--- config.mk ---
export PLATFORM = sky130hd
export DESIGN_NAME = sync_framed_object_block_parser_flat
export DESIGN_NICKNAME = d
export VERILOG_FILES = /design/src/sfob_pkg.sv /design/src/sfob_if.sv /design/src/sfob_parser.sv /design/src/sfob_table.sv /design/src/sync_framed_object_block_parser.sv /design/src/flat_wrapper.sv
export SDC_FILE = /design/constraint.sdc
export NUM_CORES = 1
export LEC_CHECK = 0
export BUFFER_PORTS_ARGS = -buffer_cell sky130_fd_sc_hd__clkbuf_2
export CORE_AREA = 2 2 191 268
export CTS_CLUSTER_DIAMETER = 30
export DETAILED_ROUTE_END_ITERATION = 10
export DIE_AREA = 0 0 193 270
export GPL_TIMING_DRIVEN = 0
export PLACE_DENSITY = 0.71
export SKIP_LAST_GASP = 1
export SYNTH_ARGS = -nofsm -noshare
export SYNTH_HDL_FRONTEND = slang
export SYNTH_SLANG_ARGS = --single-unit
--- constraint.sdc ---
create_clock -name clk_i -period 24.4 [get_ports clk_i]
set_input_delay 4.88 -clock clk_i [delete_from_list [all_inputs] [get_ports clk_i]]
set_output_delay 4.88 -clock clk_i [all_outputs]
set_load 0.02 [all_outputs]
--- src/sfob_pkg.sv ---
// Shared constants and types for the sync framed object block parser.
package sfob_pkg;

  localparam int unsigned NumSig = 7;
  localparam int unsigned SlotW  = (NumSig > 1) ? $clog2(NumSig) : 1;
  localparam int unsigned SumW   = 19;

  localparam logic [15:0] SyncWord = 16'haa55;
  localparam logic [7:0]  SyncLo   = 8'h55;
  localparam logic [7:0]  SyncHi   = 8'haa;

  localparam logic [3:0] PhaseHunt  = 4'd0;
  localparam logic [3:0] PhaseFirst = 4'd1;
  localparam logic [3:0] PhaseLast  = 4'd12;

  typedef enum logic {
    FUNC_BYTE  = 1'b0,
    FUNC_QUERY = 1'b1
  } func_e;

  typedef enum logic [2:0] {
    WORD_CHECKSUM  = 3'd0,
    WORD_SIGNATURE = 3'd1,
    WORD_X         = 3'd2,
    WORD_Y         = 3'd3,
    WORD_WIDTH     = 3'd4,
    WORD_HEIGHT    = 3'd5
  } word_e;

  typedef struct packed {
    logic [15:0] height;
    logic [15:0] width;
    logic [15:0] y;
    logic [15:0] x;
  } geom_t;

  typedef struct packed {
    logic             en;
    logic             good;
    logic [SlotW-1:0] slot;
    geom_t            geom;
  } store_t;

  typedef struct packed {
    logic  found;
    geom_t geom;
  } result_t;

endpackage

--- src/sfob_if.sv ---
// Valid/ready channel interfaces for the parser's input and result items.
interface sfob_in_if;
  logic       valid;
  logic       ready;
  logic       func;
  logic [7:0] rx_byte;
  logic [2:0] query_signature;

  modport source (output valid, func, rx_byte, query_signature, input ready);
  modport sink   (input valid, func, rx_byte, query_signature, output ready);
endinterface

interface sfob_out_if;
  logic        valid;
  logic        ready;
  logic        found;
  logic [15:0] obj_x;
  logic [15:0] obj_y;
  logic [15:0] obj_width;
  logic [15:0] obj_height;

  modport source (output valid, found, obj_x, obj_y, obj_width, obj_height, input ready);
  modport sink   (input valid, found, obj_x, obj_y, obj_width, obj_height, output ready);
endinterface

--- src/sfob_parser.sv ---
// Byte framer: sync hunt, word assembly, checksum check, store events.
module sfob_parser (
  input  logic            clk_i,
  input  logic            rst_ni,
  input  logic            byte_en_i,
  input  logic [7:0]      rx_byte_i,
  output sfob_pkg::store_t store_o
);
  import sfob_pkg::*;

  logic [7:0]  prev_q, prev_d;
  logic [3:0]  phase_q, phase_d;
  logic [7:0]  low_q, low_d;
  logic        extra_q, extra_d;
  logic [15:0] chk_q, chk_d;
  logic [15:0] sig_q, sig_d;
  logic [15:0] x_q, x_d;
  logic [15:0] y_q, y_d;
  logic [15:0] wid_q, wid_d;

  logic [3:0]      pos;
  logic [15:0]     word;
  logic [SumW-1:0] sum;
  logic [15:0]     sig_m1;

  assign pos    = phase_q - PhaseFirst;
  assign word   = {rx_byte_i, low_q};
  assign sum    = SumW'(sig_q) + SumW'(x_q) + SumW'(y_q) + SumW'(wid_q) + SumW'(word);
  assign sig_m1 = sig_q - 16'd1;

  always_comb begin
    prev_d  = prev_q;
    phase_d = phase_q;
    low_d   = low_q;
    extra_d = extra_q;
    chk_d   = chk_q;
    sig_d   = sig_q;
    x_d     = x_q;
    y_d     = y_q;
    wid_d   = wid_q;
    store_o = '0;
    if (byte_en_i) begin
      if (phase_q == PhaseHunt) begin
        if (prev_q == SyncLo && rx_byte_i == SyncHi) begin
          phase_d = PhaseFirst;
          extra_d = 1'b0;
          prev_d  = 8'd0;
        end else begin
          prev_d = rx_byte_i;
        end
      end else if (phase_q > PhaseLast) begin
        phase_d = PhaseHunt;
        prev_d  = 8'd0;
      end else if (!pos[0]) begin
        low_d   = rx_byte_i;
        phase_d = phase_q + 4'd1;
      end else begin
        phase_d = phase_q + 4'd1;
        case (word_e'(pos[3:1]))
          WORD_CHECKSUM: begin
            // skip one repeated sync word
            if (word == SyncWord && !extra_q) begin
              extra_d = 1'b1;
              phase_d = PhaseFirst;
            end else begin
              chk_d = word;
            end
          end
          WORD_SIGNATURE: begin
            sig_d = word;
            if (word == 16'd0 || word > 16'(NumSig)) begin
              phase_d = PhaseHunt;
              prev_d  = 8'd0;
            end
          end
          WORD_X:     x_d   = word;
          WORD_Y:     y_d   = word;
          WORD_WIDTH: wid_d = word;
          WORD_HEIGHT: begin
            if (sig_m1 < 16'(NumSig)) begin
              store_o.en          = 1'b1;
              store_o.good        = (sum == SumW'(chk_q));
              store_o.slot        = SlotW'(sig_m1);
              store_o.geom.x      = x_q;
              store_o.geom.y      = y_q;
              store_o.geom.width  = wid_q;
              store_o.geom.height = word;
            end
            phase_d = PhaseHunt;
            prev_d  = 8'd0;
          end
          default: begin
            phase_d = PhaseHunt;
            prev_d  = 8'd0;
          end
        endcase
      end
    end
  end

  always_ff @(posedge clk_i or negedge rst_ni) begin
    if (!rst_ni) begin
      prev_q  <= '0;
      phase_q <= PhaseHunt;
      low_q   <= '0;
      extra_q <= 1'b0;
      chk_q   <= '0;
      sig_q   <= '0;
      x_q     <= '0;
      y_q     <= '0;
      wid_q   <= '0;
    end else begin
      prev_q  <= prev_d;
      phase_q <= phase_d;
      low_q   <= low_d;
      extra_q <= extra_d;
      chk_q   <= chk_d;
      sig_q   <= sig_d;
      x_q     <= x_d;
      y_q     <= y_d;
      wid_q   <= wid_d;
    end
  end

endmodule

--- src/sfob_table.sv ---
// Per-signature object table: store, invalidate, read-and-clear query.
module sfob_table (
  input  logic              clk_i,
  input  logic              rst_ni,
  input  sfob_pkg::store_t  store_i,
  input  logic              query_en_i,
  input  logic [2:0]        query_signature_i,
  output sfob_pkg::result_t result_o
);
  import sfob_pkg::*;

  logic [NumSig-1:0] valid_q;
  geom_t             geom_q [NumSig];

  logic [3:0]       qm1;
  logic [SlotW-1:0] qslot;
  logic             q_in_range;

  assign qm1        = {1'b0, query_signature_i} - 4'd1;
  assign qslot      = SlotW'(qm1);
  assign q_in_range = (query_signature_i != 3'd0) && (32'(query_signature_i) <= NumSig);

  always_comb begin
    result_o = '0;
    if (q_in_range && valid_q[qslot]) begin
      result_o.found = 1'b1;
      result_o.geom  = geom_q[qslot];
    end
  end

  always_ff @(posedge clk_i or negedge rst_ni) begin
    if (!rst_ni) begin
      valid_q <= '0;
    end else begin
      if (store_i.en) begin
        valid_q[store_i.slot] <= store_i.good;
      end
      // clear on read
      if (query_en_i && q_in_range) begin
        valid_q[qslot] <= 1'b0;
      end
    end
  end

  always_ff @(posedge clk_i) begin
    if (store_i.en && store_i.good) begin
      geom_q[store_i.slot] <= store_i.geom;
    end
  end

endmodule

--- src/sync_framed_object_block_parser.sv ---
// Top level: input register, parser and object table, result register.
// Takes one item per cycle: serial bytes (func 0) are framed on the sync word
// 0xaa55 into checksum, signature, x, y, width and height words; a block with a
// matching sum is stored for its signature and a bad sum invalidates it. A query
// (func 1) returns one result item with found and the stored geometry, and
// clears that entry. An accepted item is held in the input register and a
// query's result is then registered in the output register, where it is
// offered; bytes give no result. The input side keeps taking an item every
// cycle while the result register is free or is being drained in the same
// cycle.
module sync_framed_object_block_parser (
  input  logic clk_i,
  input  logic rst_ni,
  sfob_in_if.sink    in_i,
  sfob_out_if.source out_o
);
  import sfob_pkg::*;

  logic       s1_valid_q;
  func_e      s1_func_q;
  logic [7:0] s1_byte_q;
  logic [2:0] s1_sig_q;

  logic    out_valid_q;
  result_t out_q;

  logic    out_free;
  logic    s1_adv;
  logic    byte_en;
  logic    query_en;
  store_t  store;
  result_t result;

  assign out_free = !out_valid_q || out_o.ready;
  assign s1_adv   = s1_valid_q && (s1_func_q == FUNC_BYTE || out_free);
  assign in_i.ready = !s1_valid_q || s1_adv;
  assign byte_en  = s1_adv && (s1_func_q == FUNC_BYTE);
  assign query_en = s1_adv && (s1_func_q == FUNC_QUERY);

  sfob_parser u_parser (
    .clk_i     (clk_i),
    .rst_ni    (rst_ni),
    .byte_en_i (byte_en),
    .rx_byte_i (s1_byte_q),
    .store_o   (store)
  );

  sfob_table u_table (
    .clk_i             (clk_i),
    .rst_ni            (rst_ni),
    .store_i           (store),
    .query_en_i        (query_en),
    .query_signature_i (s1_sig_q),
    .result_o          (result)
  );

  always_ff @(posedge clk_i or negedge rst_ni) begin
    if (!rst_ni) begin
      s1_valid_q  <= 1'b0;
      out_valid_q <= 1'b0;
    end else begin
      if (in_i.ready) begin
        s1_valid_q <= in_i.valid;
      end
      if (query_en) begin
        out_valid_q <= 1'b1;
      end else if (out_o.ready) begin
        out_valid_q <= 1'b0;
      end
    end
  end

  always_ff @(posedge clk_i) begin
    if (in_i.ready && in_i.valid) begin
      s1_func_q <= func_e'(in_i.func);
      s1_byte_q <= in_i.rx_byte;
      s1_sig_q  <= in_i.query_signature;
    end
    if (query_en) begin
      out_q <= result;
    end
  end

  assign out_o.valid      = out_valid_q;
  assign out_o.found      = out_q.found;
  assign out_o.obj_x      = out_q.geom.x;
  assign out_o.obj_y      = out_q.geom.y;
  assign out_o.obj_width  = out_q.geom.width;
  assign out_o.obj_height = out_q.geom.height;

endmodule
--- src/flat_wrapper.sv ---
// flat-port wrapper written by rule: the top's interface ports become plain ports
module sync_framed_object_block_parser_flat import sfob_pkg::*;
  (clk_i, rst_ni, in_i_valid, in_i_func, in_i_rx_byte, in_i_query_signature, in_i_ready, out_o_valid, out_o_found, out_o_obj_x, out_o_obj_y, out_o_obj_width, out_o_obj_height, out_o_ready);
  sfob_in_if in_i_i ();
  sfob_out_if out_o_i ();
  input  logic clk_i;
  input  logic rst_ni;
  input wire logic [$bits(in_i_i.valid)-1:0] in_i_valid;
  input wire logic [$bits(in_i_i.func)-1:0] in_i_func;
  input wire logic [$bits(in_i_i.rx_byte)-1:0] in_i_rx_byte;
  input wire logic [$bits(in_i_i.query_signature)-1:0] in_i_query_signature;
  output wire logic [$bits(in_i_i.ready)-1:0] in_i_ready;
  output wire logic [$bits(out_o_i.valid)-1:0] out_o_valid;
  output wire logic [$bits(out_o_i.found)-1:0] out_o_found;
  output wire logic [$bits(out_o_i.obj_x)-1:0] out_o_obj_x;
  output wire logic [$bits(out_o_i.obj_y)-1:0] out_o_obj_y;
  output wire logic [$bits(out_o_i.obj_width)-1:0] out_o_obj_width;
  output wire logic [$bits(out_o_i.obj_height)-1:0] out_o_obj_height;
  input wire logic [$bits(out_o_i.ready)-1:0] out_o_ready;
  assign in_i_i.valid = in_i_valid;
  assign in_i_i.func = in_i_func;
  assign in_i_i.rx_byte = in_i_rx_byte;
  assign in_i_i.query_signature = in_i_query_signature;
  assign in_i_ready = in_i_i.ready;
  assign out_o_valid = out_o_i.valid;
  assign out_o_found = out_o_i.found;
  assign out_o_obj_x = out_o_i.obj_x;
  assign out_o_obj_y = out_o_i.obj_y;
  assign out_o_obj_width = out_o_i.obj_width;
  assign out_o_obj_height = out_o_i.obj_height;
  assign out_o_i.ready = out_o_ready;
  sync_framed_object_block_parser u_core (.clk_i(clk_i), .rst_ni(rst_ni), .in_i(in_i_i), .out_o(out_o_i));
endmodule
==> out/qor.csv <==
stage,metric,value,unit
route,met3_length,4.50,mm
power_and_ir_drop,combinationalPowerShare,11.2,%
finish,layout_commonest_cell,edfxtp_1,
sta,period_share,42.8,%
grt,antenna_found_initial,0,
worst_hold_path,holdCritPathClass,register to register,
yosys,async_reset_ff_share,17.3,%
yosys,netlist_area,0.0272,sq mm
clock_tree,post_cts_buffers,0,
clock_tree,cts_tree,built,
power_and_ir_drop,power_switching,0.000777,W
finish,final_cell_mix,"525 x edfxtp_1, 145 x nor2_1, 110 x dfrtp_1",
sta,hold_slack,514,ps
sta,drv_slew,0,
finish,area_growth,19.5,%
route,m1WireLength,25.6,mm
floorplanning,die_w,193,um
clock_tree,cts.sinks,635,
sta,fin_ws,13960,ps
route,ant_nets,0,
status,status,completed,
power_and_ir_drop,clkPwrFrac,47.8,%
placement,dp_slack,13950,ps
route,wl_met2,36.1,mm
sta,slew_headroom,21.5,%
route,dr.pass1.iters,7,
finish,drive_gt1_share,24.1,%
floorplanning,fp.dieH,270,um
route,first_iter_violations,1439,
grt,overflow,0,
floorplanning,initial_core_util,54.6,%
floorplanning,coreArea,0.0498,sq mm
power_and_ir_drop,p_int,0.00219,W
setup_path,cp-start-kind,primary input,
yosys,synth_cells,1762,
power_and_ir_drop,power_leakage,11.2,nW
yosys,syn_avg_cell_area,15.4,sq um
sta,rsz0062_at_grt,no,
sta,fin_tns_setup,0,ps
yosys,ys_ff_latch,635,
finish,num_antenna_cells,0,
setup_path,reg2reg_slack,17460,ps
yosys,synth_enable_flop_cells,525,
route,wl_per_cell,25.3,um
grt,track_usage,27.5,%
clock_tree,cts_resized,0,
clock_tree,clkLatencyLatePin,650,ps
clock_tree,cts.clk_slew.worst_paths,50,ps
yosys,syn-num-nets,1850,
sta,max_freq,95.8,MHz
grt,grt_pass1_vias,17500,
route,drc,0,
power_and_ir_drop,vdd_drop_max,0.0000716,V
placement,dpl.hpwl,49.0,mm
power_and_ir_drop,power_switching_share,26.2,%
route,vias,16800,
floorplanning,rows,97,
yosys,yosysSeqAreaShare,68.2,%
clock_tree,ctsHtreeMaxLevel,3,
floorplanning,dieArea,0.0521,sq mm
sta,setup_viol,0,
finish,fin_nets,2105,
route,via_per_inst,6.11,
grt,grt_pass1_wl,105,mm
clock_tree,cts-root-buf,clkbuf_16,
floorplanning,io_pins,83,
sta,timing.final.hold_violations,0,
yosys,synth.distinct_cells,68,
clock_tree,cts_hold_buffers,0,
power_and_ir_drop,powerDensity,91.3,mW/mm^2
route,highest_layer,met4,
placement,gp_congestion,0.925,
setup_path,cp-end-kind,output pin,
clock_tree,numCtsBuffers,99,
sta,tightest_slew,1180,ps
power_and_ir_drop,p_seq_share,41.0,%
sta,min_period,10440,ps
grt,grt_max_degree,111,
placement,io_buffers,82,
yosys,yosysWarnings,0,
clock_tree,cts_buffer_depth,3,
setup_path,critPathKind,primary input to output pin,
flow_run,cap_violations,0,
sta,fin_skew,31.6,ps
route,routed_wl,69.6,mm
yosys,synthFlopType,edfxtp_1,
setup_path,cp.arrival,5560,ps
setup_path,cp.required,19520,ps
setup_path,crit_path_max_fanout,3,
metrics by stage:
step	instances	cell area (sq um)	total power, W	utilization, %
floorplan	1762	27200	0.00145	-
global placement	2487	28400	0.00156	57.0
detailed placement	2559	29000	0.00156	58.3
CTS	2746	32500	0.00298	65.2
global route	2746	32500	0.00305	65.2
finish	2746	32500	0.00296	65.2
per-layer routing:
metal | global-route usage [%] | vias up
met5 | 0 | -
met4 | 14.1 | 0
met3 | 4.29 | 194
met2 | 46.7 | 747
met1 | 34.1 | 8541
li1 | - | 7286
cells by family after synthesis:
family / synth area share (%)
DFF: 68.2
muxes: 9.86
adders and majority gates: 4.62
AOI/OAI and AO/OA: 6.66
xor gates and xnor gates: 0.935
buffers and inverters: 1.91
and+or+nand+nor: 7.83
synthesized netlist by cell type (9+ instances only):
cell type / count / area, sq um
o21ai_0: 31 / 155
edfxtp_1: 525 / 15800
nand3_1: 42 / 210
nor3b_1: 9 / 67.6
a222oi_1: 11 / 110
o211ai_1: 17 / 128
clkbuf_1: 78 / 293
o31ai_1: 12 / 90.1
nor4_1: 10 / 62.6
mux2_2: 100 / 1130
ha_1: 25 / 313
mux4_2: 48 / 1080
xor2_1: 14 / 123
nand2_1: 65 / 244
nand3b_1: 13 / 97.6
nor2_1: 146 / 548
xnor2_1: 15 / 131
a31oi_1: 10 / 62.6
mux2i_1: 47 / 470
fa_1: 47 / 941
inv_1: 30 / 113
dfrtp_1: 110 / 2750
a21oi_1: 83 / 415
and2_1: 68 / 425
a211oi_1: 59 / 443
buf_1: 19 / 71.3
nor3_1: 21 / 105
final cells by class:
cell class	count	area [sq um]
well taps	643	805
plain buffers	105	407
inverters	30	113
fillers	3476	17300
clock inverters	79	832
clock buffers	108	2600
flip-flops and latches	635	18500
repair buffers	154	1020
multi-input cells	992	8170
path summary, 6_finish.rpt:
| check | depth (start not counted) | to | start |
|---|---|---|---|
| max reg2reg | 19 | u_core.u_table.geom_q[6][58] | u_core.u_parser.low_q[1] |
| max in group asynchronous | 1 | u_core.u_parser.y_q[1] | rst_ni |
| min reg2reg | 2 | u_core.u_parser.prev_q[7] | u_core.u_parser.prev_q[7] |
| max | 4 | in_i_ready | out_o_ready |
| min | 2 | u_core.u_parser.prev_q[7] | u_core.u_parser.prev_q[7] |
| min in group asynchronous | 1 | u_core.u_parser.prev_q[7] | rst_ni |
state kept, by name, indices dropped and copies added (netlist names):
signal                   count
u_core.out_o.obj_x          16
u_core.out_o.obj_width      16
u_core.out_o.obj_height     16
u_core.u_table.geom_q      448
u_core.u_parser.chk_q       16
u_core.out_o.found           1
u_core.out_o.valid           1
u_core.s1_func_q             1
u_core.s1_valid_q            1
u_core.u_parser.phase_q      4
u_core.u_parser.low_q        8
u_core.s1_sig_q              3
u_core.u_parser.wid_q       16
u_core.u_parser.extra_q      1
u_core.u_parser.prev_q       8
u_core.u_table.valid_q       7
u_core.u_parser.sig_q       16
u_core.u_parser.x_q         16
u_core.s1_byte_q             8
u_core.out_o.obj_y          16
u_core.u_parser.y_q         16
worst max-delay path, cell delays in order:
cell and delay, ps:
clkbuf_2 80, nor2b_1 250, nand3_1 160, clkbuf_2 190
power groups by stage:
stage	logic, W	clock network (W)	registers [W]
after floorplan	0.000219	0	0.00123
after global placement	0.000322	0	0.00124
after detailed placement	0.000328	0	0.00124
after CTS	0.000332	0.00143	0.00121
after global routing	0.000363	0.00147	0.00122
final	0.000333	0.00142	0.00121
(Power assumes the default switching activity.)
